$ cat src/sv/r2fft_pkg.sv
// Package with types, constants and the twiddle table of the transform block.
package r2fft_pkg;
    localparam int BIN_W   = 22;
    localparam int ROM_LOG2 = 6;
    localparam int CFG_IDX_W = 1;
    localparam logic [CFG_IDX_W-1:0] REG_LOG2_POINTS  = 1'd0;
    localparam logic [CFG_IDX_W-1:0] REG_INVERSE_MODE = 1'd1;

    typedef logic signed [BIN_W-1:0] bin_t;

    // Quarter-wave sine table, Q1.15, 64-point grid.
    function automatic logic [15:0] sine_rom(input logic [4:0] k);
        logic [15:0] v;
        begin
            case (k)
                5'd0: v = 16'd0;
                5'd1: v = 16'd3212;
                5'd2: v = 16'd6393;
                5'd3: v = 16'd9512;
                5'd4: v = 16'd12540;
                5'd5: v = 16'd15447;
                5'd6: v = 16'd18205;
                5'd7: v = 16'd20788;
                5'd8: v = 16'd23170;
                5'd9: v = 16'd25330;
                5'd10: v = 16'd27246;
                5'd11: v = 16'd28899;
                5'd12: v = 16'd30274;
                5'd13: v = 16'd31357;
                5'd14: v = 16'd32138;
                5'd15: v = 16'd32610;
                5'd16: v = 16'd32767;
                default: v = 16'd0;
            endcase
            return v;
        end
    endfunction

    // Saturation of a wide value to the bin width.
    function automatic bin_t sat_bin(input logic signed [39:0] v);
        bin_t r;
        begin
            if (v > 40'sd2097151)
                r = 22'sd2097151;
            else if (v < -40'sd2097152)
                r = -22'sd2097152;
            else
                r = v[BIN_W-1:0];
            return r;
        end
    endfunction
endpackage

$ cat src/sv/r2fft_bfly.sv
// Pipelined butterfly: complex twiddle product, rounding, add and subtract.
module r2fft_bfly
    import r2fft_pkg::*;
(
    input  logic               clk,
    input  logic               inv,
    input  bin_t               ar,
    input  bin_t               ai,
    input  bin_t               br,
    input  bin_t               bi,
    input  logic signed [16:0] wr,
    input  logic signed [16:0] wi,
    output bin_t               r0,
    output bin_t               i0,
    output bin_t               r1,
    output bin_t               i1
);
    logic signed [38:0] p_rr_reg, p_ii_reg, p_ri_reg, p_ir_reg;
    bin_t ar_reg, ai_reg;
    logic signed [40:0] sum_r, sum_i;
    logic signed [25:0] tr, ti;
    logic signed [26:0] s0r, s0i, s1r, s1i;

    // Four products, registered.
    always_ff @(posedge clk)
    begin
        p_rr_reg <= 39'(wr * br);
        p_ii_reg <= 39'(wi * bi);
        p_ri_reg <= 39'(wr * bi);
        p_ir_reg <= 39'(wi * br);
        ar_reg   <= ar;
        ai_reg   <= ai;
    end

    // Round by 15 bits, ties towards plus infinity, add and subtract, halve in inverse mode, saturate.
    always_comb
    begin
        sum_r = 41'(p_rr_reg) - 41'(p_ii_reg) + 41'sd16384;
        sum_i = 41'(p_ri_reg) + 41'(p_ir_reg) + 41'sd16384;
        tr = 26'(sum_r >>> 15);
        ti = 26'(sum_i >>> 15);
        s0r = 27'(ar_reg) + 27'(tr);
        s0i = 27'(ai_reg) + 27'(ti);
        s1r = 27'(ar_reg) - 27'(tr);
        s1i = 27'(ai_reg) - 27'(ti);
        if (inv)
        begin
            s0r = (s0r + 27'sd1) >>> 1;
            s0i = (s0i + 27'sd1) >>> 1;
            s1r = (s1r + 27'sd1) >>> 1;
            s1i = (s1i + 27'sd1) >>> 1;
        end
        r0 = sat_bin(40'(s0r));
        i0 = sat_bin(40'(s0i));
        r1 = sat_bin(40'(s1r));
        i1 = sat_bin(40'(s1i));
    end
endmodule

$ cat config.mk
export PLATFORM = sky130hd
export DESIGN_NAME = r2fft_bfly
export DESIGN_NICKNAME = d
export VERILOG_FILES = /design/src/sv/r2fft_pkg.sv /design/src/sv/r2fft_bfly.sv
export SDC_FILE = /design/constraint.sdc
export NUM_CORES = 2
export LEC_CHECK = 0
export BUFFER_PORTS_ARGS = -buffer_cell sky130_fd_sc_hd__buf_2
export CAP_MARGIN = 0
export CORE_ASPECT_RATIO = 0.9
export CORE_MARGIN = 2
export CORE_UTILIZATION = 67
export DETAILED_ROUTE_END_ITERATION = 10
export MAX_ROUTING_LAYER = met4
export PLACE_DENSITY_LB_ADDON = 0.05
export SETUP_SLACK_MARGIN = 0.2
export SYNTH_ARGS = -nofsm -noshare
export SYNTH_HDL_FRONTEND = slang
export SYNTH_SLANG_ARGS = --single-unit
$ cat constraint.sdc
create_clock -name clk -period 9.7 [get_ports clk]
set_clock_uncertainty 0.1 [all_clocks]
set_input_delay 1.94 -clock clk [delete_from_list [all_inputs] [get_ports clk]]
set_output_delay 1.94 -clock clk [all_outputs]
set_load 0.1 [all_outputs]
==> impl_results.md <==
- Required @ worst endpoint: 7.66 ns
- Final Cell Area: 79,400 sq um
- Final net count: 10,400
- Hold Crit Class: in -> reg
- Port buffer count: 211
- Syn nets: 10,300
- Post-synth ARST share: 0%
- Syn avg cell area: 8.82 sq um
- Status: complete, no violations
- Crit-path max FO: 5
- PnR worst setup slack: 0.108 ns
- F_max: 0.104 GHz
- DP HPWL: 159,000 microns
- Post-synth EDFFs: 0
- Die area: 108,000 sq um
- Relative slew slack: 34.2%
- H-tree depth: 4
- Antenna violations before repair: 16
- Gr usage total: 39.1%
- Sink Count: 200
- # setup viols final: 0
- Row cnt: 112
- RSZ-0062 raised after global routing: yes
- WP buf/inv: 7
- Placer Congestion: 0.968
- YS warnings: 0
- Most frequent cells in the layout: inv_1, fa_1, nand2_1, and2_1, ha_1
- Clock-pin transition on the worst setup and hold timing paths: 0.10 ns
- CTS tree: done
- Largest net degree at the start of global routing: 96
- Crit Path Category: reg -> out
- Number of hold violations in the final report: 0
- Overflow after GRT: 0
- Final WL: 199,000 microns
- Synth cell types: 108
- Commonest non-fill, non-tap cell in the layout: inv_1
- Synthesized cell area: 70,700 sq um
- Top FF cell, synth: dfxtp_1
- First-pass DRT Iterations: 6
- Max-slew violation count: 0
- Hold buffers post-CTS: 0
- Die Width: 346 microns
- Period Utilization, post-route: 98.9%
- Via density: 5.84
- Share of post-route cells with drive strength above 1: 12.4%
- Placed Area: 75,100 sq um
- Initial core utilization: 67.9%
- Tmin final: 9.59 ns
- Fillcell total: 7,545
- # DRC: 0
- Vias in the first global route: 59,300
- CP top delay family: compound AO/OA/AOI/OAI gates
- Core Util, Final: 76.3%
- Worst EP arrival: 7.55 ns
- Worst slew pin tran: 0.987 ns
- Die height: 312 microns
- Area grow syn2layout: 12.4%
- CP max stage delay: 0.43 ns
- Crit path launch type: flip-flop
- Flops & latches, synth: 200
- Vias: 56,000
- Setup crit end kind: primary output
- Iteration-0 DRC Markers: 4,506
- Max-Cap Viols: 0
- Mapped Cells: 8,007
- Antenna-violating nets left: 0
- First-pass GRT wire length: 320,000 microns
- CTS Buf Count: 17
- Ports: 212
- Core ar.: 104,000 sq um
- WL/cell: 20.8 microns
- Setup WS pre-CTS: -0.153 ns
- CTS root buffer: clkbuf_16
- Clock buffer depth: 2
- Slowest-stage cell, CP: or3_4
- Register area share after synthesis: 5.67%
## cell usage after synthesis, types with 10 or more instances
cell      number  area [sq um]
xor2_1        73           639
xnor2_1      237          2080
a21boi_0      17           128
a31o_2        10          87.6
nor3_1        73           365
a21o_1       102           766
buf_2         28           140
o31ai_1       41           308
mux2i_1       10           100
o21ai_0      185           926
dfxtp_1      200          4000
and3_1        35           219
nand2b_1     128           801
ha_1         646          8080
o22ai_1       10          62.6
nor4_1        17           106
or2_2         23           144
nand3b_1      12          90.1
or3_1         31           194
a32oi_1       24           210
o211ai_1      17           128
nor2b_1       62           388
nand2_1      980          3680
nor2_1       235           882
nand4_1       37           231
o21ai_1       24           120
inv_1       1589          5960
fa_1        1488         29800
a21oi_1      263          1320
a31oi_1       41           257
nor3b_1       10          75.1
o21bai_1      33           248
clkbuf_1     336          1260
and2_1       625          3910
o21a_1        39           293
nand3_1       91           455
a211oi_1      31           233
## what timing repair did
action	CTS	global route
setup buffers	46	56
gates resized for setup	267	259
cloned	7	5
pin swaps	97	152
endpoints found under the setup margin	88	86
## cells by family (layout without fill, tap and decap cells)
group           count (synthesis)  after routing  synth area share [%]
flops                         200            200                  5.67
other cells                     0             13                     0
xor+xnor                      312            312                  3.89
simple gates                 2401           2401                  16.9
fa+ha+maj                    2134           2134                  53.6
compound gates                976            979                  9.17
mux                            13             13                 0.189
buf+inv                      1971           2158                  10.6
## final timing paths
kind	depth (start not counted)	from	slack [ns]	to
max	37	p_ii_reg[2]	0.11	r1[12]
min	1	ar[18]	1.36	ar_reg[18]
## through the flow
stage	setup TNS, ns	std cells	hold WS [ns]
floorplan	-4.33	8007	1.87
CTS	0	9504	1.33
global route	-3.01	9574	1.35
detailed placement	-2.75	9421	1.94
global placement	0	9421	1.94
finish	0	9578	1.36
## final cells by class
cell class | count | area [sq um] | share of cell area (%)
timing repair buffer | 535 | 5070 | 6.39
multi-input combinational | 5839 | 62000 | 78.1
sequential | 200 | 4010 | 5.05
clock inverter | 12 | 143 | 0.180
antenna | 13 | 32.5 | 0.0410
inverter | 1593 | 5990 | 7.54
tap | 1368 | 1710 | 2.16
clock buffer | 18 | 429 | 0.540
## per-layer routing
layer	vias up	global-route usage (%)	part of all wire [%]
met1	28200	51.6	41
met4	0	12.1	3.3
met2	2440	59.3	45
met3	377	10.5	11
met5	-	-	0
li1	25000	-	-
Power is left out: the tool's default activity adds up to more than one toggle a clock period on the data nets, which glitch-free logic cannot reach.
